**config.mk**
```make
export PLATFORM = sky130hd
export DESIGN_NAME = pwf_isqrt
export DESIGN_NICKNAME = d
export VERILOG_FILES = /design/src/rtl/pwf_pkg.sv /design/src/rtl/pwf_isqrt.sv
export SDC_FILE = /design/constraint.sdc
export NUM_CORES = 1
export LEC_CHECK = 0
export BUFFER_PORTS_ARGS = -buffer_cell sky130_fd_sc_hd__buf_2
export CAP_MARGIN = 10
export CORE_MARGIN = 3
export CORE_UTILIZATION = 50
export CTS_CLUSTER_DIAMETER = 50
export DETAILED_ROUTE_END_ITERATION = 8
export PLACE_DENSITY = 0.71
export SLEW_MARGIN = 10
export SYNTH_ARGS = -nofsm -noshare
export SYNTH_HDL_FRONTEND = slang
export SYNTH_SLANG_ARGS = --single-unit
```
**constraint.sdc**
```tcl
create_clock -name clk -period 6.2 [get_ports clk]
set_input_delay 0 -clock clk [delete_from_list [all_inputs] [get_ports clk]]
set_output_delay 0 -clock clk [all_outputs]
set_load 0.01 [all_outputs]
```
**src/rtl/pwf_pkg.sv**
```systemverilog
package pwf_pkg;

  // Table depth and rotation count of the bearing unit.
  localparam int WAYPOINT_DEPTH = 64;
  localparam int CORDIC_STEPS   = 16;
  localparam int ADDR_W         = $clog2(WAYPOINT_DEPTH);
  localparam int STEP_W         = $clog2(CORDIC_STEPS + 1);
  localparam int ATAN_LEN       = 24;

  // Field widths.
  localparam int POS_W = 24;
  localparam int ANG_W = 16;
  localparam int IDX_W = 7;
  localparam int DIF_W = POS_W + 1;      // waypoint minus robot position
  localparam int SQ_W  = 2 * DIF_W;      // dx*dx + dy*dy
  localparam int RHO_W = DIF_W;          // floor square root of the sum
  localparam int XY_W  = DIF_W + 27;     // rotator x and y, inputs scaled by 2^24
  localparam int Z_W   = 34;             // rotator angle, units of 2^-30 rad

  localparam logic signed [Z_W-1:0] HALF_PI_Q30 = 34'sd1686629713;
  localparam int PI_Q12     = 12868;
  localparam int TWO_PI_Q12 = 25736;

  // Register indexes of the configuration port.
  localparam logic [2:0] REG_GAIN_DIST    = 3'd0;
  localparam logic [2:0] REG_GAIN_BEAR    = 3'd1;
  localparam logic [2:0] REG_GAIN_HEAD    = 3'd2;
  localparam logic [2:0] REG_ARRIVE_RAD   = 3'd3;
  localparam logic [2:0] REG_LINEAR_LIM   = 3'd4;
  localparam logic [2:0] REG_ANGULAR_LIM  = 3'd5;
  localparam logic [2:0] REG_WAYPOINT_CNT = 3'd6;

  localparam logic OP_LOAD = 1'b0;
  localparam logic OP_POSE = 1'b1;

  typedef struct packed {
    logic                    op;
    logic [5:0]              entry_index;
    logic signed [POS_W-1:0] pos_x;
    logic signed [POS_W-1:0] pos_y;
    logic signed [ANG_W-1:0] heading;
  } req_word_t;

  typedef struct packed {
    logic signed [POS_W-1:0] v_cmd;
    logic signed [POS_W-1:0] w_cmd;
    logic [IDX_W-1:0]        target_index;
    logic                    reached;
    logic                    finished;
  } cmd_word_t;

  typedef enum logic [3:0] {
    ST_IDLE,
    ST_FETCH,
    ST_DIFF,
    ST_SQX,
    ST_SQY,
    ST_SUMSQ,
    ST_ROOT_GO,
    ST_SOLVE,
    ST_ANGLE,
    ST_WRAP,
    ST_MRHO,
    ST_MALPHA,
    ST_MBETA,
    ST_SUMW,
    ST_RESULT
  } state_t;

  // Arctangent of 2^-i in units of 2^-30 rad.
  function automatic logic signed [Z_W-1:0] atan_entry(input logic [4:0] i);
    logic signed [Z_W-1:0] r;
    case (i)
      5'd0:  r = 34'sd843314856;
      5'd1:  r = 34'sd497837829;
      5'd2:  r = 34'sd263043836;
      5'd3:  r = 34'sd133525158;
      5'd4:  r = 34'sd67021686;
      5'd5:  r = 34'sd33543515;
      5'd6:  r = 34'sd16775850;
      5'd7:  r = 34'sd8388437;
      5'd8:  r = 34'sd4194282;
      5'd9:  r = 34'sd2097149;
      5'd10: r = 34'sd1048575;
      5'd11: r = 34'sd524287;
      5'd12: r = 34'sd262143;
      5'd13: r = 34'sd131071;
      5'd14: r = 34'sd65535;
      5'd15: r = 34'sd32767;
      5'd16: r = 34'sd16383;
      5'd17: r = 34'sd8191;
      5'd18: r = 34'sd4095;
      5'd19: r = 34'sd2047;
      5'd20: r = 34'sd1023;
      5'd21: r = 34'sd511;
      5'd22: r = 34'sd255;
      5'd23: r = 34'sd127;
      default: r = '0;
    endcase
    return r;
  endfunction

endpackage

```
**src/rtl/pwf_isqrt.sv**
```systemverilog
module pwf_isqrt
  import pwf_pkg::*;
(
  input  logic             clk,
  input  logic             rst,
  input  logic             start,
  input  logic [SQ_W-1:0]  radicand,
  output logic             busy,
  output logic [RHO_W-1:0] root
);

  // Two radicand bits enter the remainder each cycle, one root bit leaves.
  localparam int REM_W = RHO_W + 4;

  logic [SQ_W-1:0]  rad;
  logic [REM_W-1:0] rem;
  logic [4:0]       count;
  logic [REM_W-1:0] rem_shift;
  logic [REM_W-1:0] trial;
  logic             fits;

  assign rem_shift = {rem[REM_W-3:0], rad[SQ_W-1 -: 2]};
  assign trial     = {2'b00, root, 2'b01};
  assign fits      = rem_shift >= trial;

  always_ff @(posedge clk) begin
    if (rst) begin
      busy  <= 1'b0;
      count <= '0;
    end else if (start) begin
      busy  <= 1'b1;
      count <= 5'(RHO_W - 1);
      rad   <= radicand;
      rem   <= '0;
      root  <= '0;
    end else if (busy) begin
      rad  <= {rad[SQ_W-3:0], 2'b00};
      rem  <= fits ? rem_shift - trial : rem_shift;
      root <= {root[RHO_W-2:0], fits};
      if (count == '0) begin
        busy <= 1'b0;
      end
      count <= count - 5'd1;
    end
  end

endmodule

```
==> flow_summary_export.csv <==
group,metric,value,unit
worst_setup_path,cp_cell_sequence,"ha_1, a21oi_2, nor2b_1, a211o_1, a31oi_1, nor2_2, a31oi_4, buf_4, nor2_1, a22o_1",
synth,synthesis.area,5892,sq um
pwr,powerDensity,268.7,nW/um^2
sta,finalHoldViolCount,0,
synth,syn_area_per_cell,12.05,sq um
routing,firstDrtPassIters,4,
worst_hold_path,hold_start,"start",
cts,cts.sinks,108,
cells_and_area,antennaDiodeCount,0,
pwr,p_switching,554.4,uW
floorplan,initial_core_util,51.38,%
synth,yosys.area.top_type,"edfxtp_1",
sta,fin_crit_sh,49.30,%
routing,drc,0,
synth,synth_seq_cells,108,
worst_setup_path,cp_top_family,"compound AO/OA/AOI/OAI gates",
cells_and_area,fillCellCount,898,
cts,clk_pin_slew,0.08,ns
cts,postCtsHoldBufs,51,
synth,yosysTopAreaCellShare,51.99,%
floorplan,ios,79,
cts,max-clock-path-buffers,2,
cells_and_area,fin_nets,695,
synth,syn_inst,489,
synth,ys_top_cells_by_count,"edfxtp_1, nor2_1, mux2_2",
routing,detail_route.wl_per_cell,15.77,um
cts,cts-root-buf,"clkbuf_16",
cells_and_area,fin_area,7204,sq um
routing,ant_nets,0,
placement,placedCellCount,694,
cells_and_area,synthToLayoutAreaGrowth,22.28,%
pwr,peakVddDrop,0.2275,mV
worst_setup_path,cp.buffers_inverters,1,
pwr,p_leak,0.002858,uW
synth,synth_area_leaders,"edfxtp_1, mux2_2, ha_1",
cells_and_area,fin_cells,761,
floorplan,die_h,114.6,um
synth,yosys_most_used_dff,"edfxtp_1",
pwr,pwr-share-seq,46.7,%
worst_setup_path,cp-end-kind,"flip-flop",
synth,synth_cell_types,54,
cts,post-cts-setup-buffers,0,
synth,syn-num-nets,571,
sta,finalSetupViolCount,0,
sta,grt_setup_unrepaired,"false",
worst_setup_path,r2r_start,"rem[13]",
cts,worstSkewPairLatency,0.36,ns
cells_and_area,ff_latch_area,3183,sq um
run_status,status,"finished, final reports clean",
cts,ctsResizeCount,0,
sta,worst_pin_slew,0.9380,ns
routing,routed_wl,12.00,mm
sta,slew_viol_final,0,
pwr,p_clk_share,29.4,%
pwr,comb_power_share,23.9,%
worst_hold_path,hp-class,"input port to flip-flop",
grt,overflow,0,
synth,yosys_warnings,0,
grt,grt_use_total,19.38,%
placement,dp_hpwl,7.674,mm
sta,max_freq,327.2,MHz
grt,grt_max_degree,74,
sta,timing.hold.ws,0.2016,ns
worst_setup_path,crit_path_start,"rem[13]",
cells_and_area,post-route-util,62.83,%
cells_and_area,multi_input_area,2499,sq um
synth,ys_seq_area_share,54.02,%
cells_and_area,drive_above_1_share,25.24,%
routing,drt_iter0_drc,326,
placement,portBuffers,78,
worst_setup_path,crit_slowest_cell,"buf_4",
synth,yosysMostFrequentCell,"edfxtp_1",
grt,antenna_found_initial,0,
worst_setup_path,arrival,3.18,ns
floorplan,num_rows,39,
floorplan,dieArea,13120,sq um
routing,dr_total_vias,4141,
sta,finalCriticalPeriod,3.057,ns
cts,cts_made_buffers,9,
placement,placed_area,6404,sq um
cts,cts_tree,"yes",
sta,fin_setup_tns,0,ns
sta,clock_skew,0.01149,ns
cts,htreeDepth,3,
worst_setup_path,crit_required,6.32,ns
pwr,swShare,28.64,%
floorplan,core-area,11470,sq um
placement,gp_congestion,0.9070,
grt,grt_pass1_vias,4241,
routing,detail_route.vias_per_cell,5.442,
floorplan,die_w,114.6,um
synth,async_flop_share,0,%
worst_setup_path,slowest_delay,0.45,ns
grt,grt_pass1_wl,20.17,mm
worst_setup_path,cp-start-kind,"flip-flop",
synth,synth_edf_count,102,
sta,slew_headroom,37.47,%
worst_setup_path,worstSetupPathType,"flip-flop to flip-flop",
pwr,p_int,1381,uW
run,maxCapViolCount,0,
worst_setup_path,cp_max_fo,32,
==> flip-flops by register name (all words and copies together), names as in the netlist <==
signal,flops
rad,50
rem,27
count,5
root,25
busy,1
==> worst paths after layout <==
kind | end | slack, ns | depth (start not counted)
setup / recovery | rem[15] | 3.14 | 10
hold / removal | root[13] | 0.20 | 2
setup reg to reg | rem[15] | 3.14 | 10
hold reg to reg | count[1] | 0.55 | 2
==> cell families (layout without fill, tap and decap cells) <==
| family | after synthesis | in the layout | share of synthesized area [%] |
|---|---|---|---|
| buffers and inverters | 53 | 182 | 3.695 |
| adder cells (fa/ha/maj) | 29 | 29 | 6.158 |
| flip-flops | 108 | 108 | 54.02 |
| AO/OA/AOI/OAI | 76 | 76 | 9.047 |
| XOR/XNOR | 28 | 28 | 4.162 |
| AND/OR/NAND/NOR | 126 | 126 | 10.17 |
| multiplexers | 69 | 69 | 12.74 |
==> metal layers <==
metal	vias up	part of all wire [%]	GRT usage (%)
met5	-	0	0
met4	0	1.7	7.047
met3	18	4.6	4.810
met2	102	49	32.17
met1	1980	44	24.61
li1	2041	-	-
==> cells in the final DEF, fill, tap and decap left out, drive strengths merged, types with 14 or more instances in the layout <==
cell type    instances
a21oi               23
mux2                48
nor2                64
mux2i               21
buf                 81
dlygate4sd3         51
nand3               14
xnor2               16
edfxtp             102
ha                  29
inv                 39
==> power by group through the flow <==
stage                     combinational [uW]  sequential (uW)  clock (uW)
after floorplan                          336              921           0
after global placement                   426              917           0
after detailed placement                 434              919           0
after CTS                                461              903         582
after global routing                     516              911         605
final                                    462              904         570
==> cell type report <==
cell class	count	area share (%)
Inverter	34	1.771
Timing Repair Buffer	132	12.85
Sequential cell	108	44.18
Multi-Input combinational cell	328	34.68
Clock inverter	6	0.7121
Tap cell	143	2.484
Clock buffer	10	3.317
==> through the flow <==
| step | setup slack [ns] | total power (uW) |
|---|---|---|
| 2_1_floorplan | 0.8240 | 1256 |
| 3_5_place_dp | 3.164 | 1352 |
| 6_report | 3.143 | 1936 |
| 4_1_cts | 3.132 | 1947 |
| 3_3_place_gp | 3.250 | 1342 |
| 5_1_grt | 2.963 | 2032 |
Power figures use the tool's default switching activity.
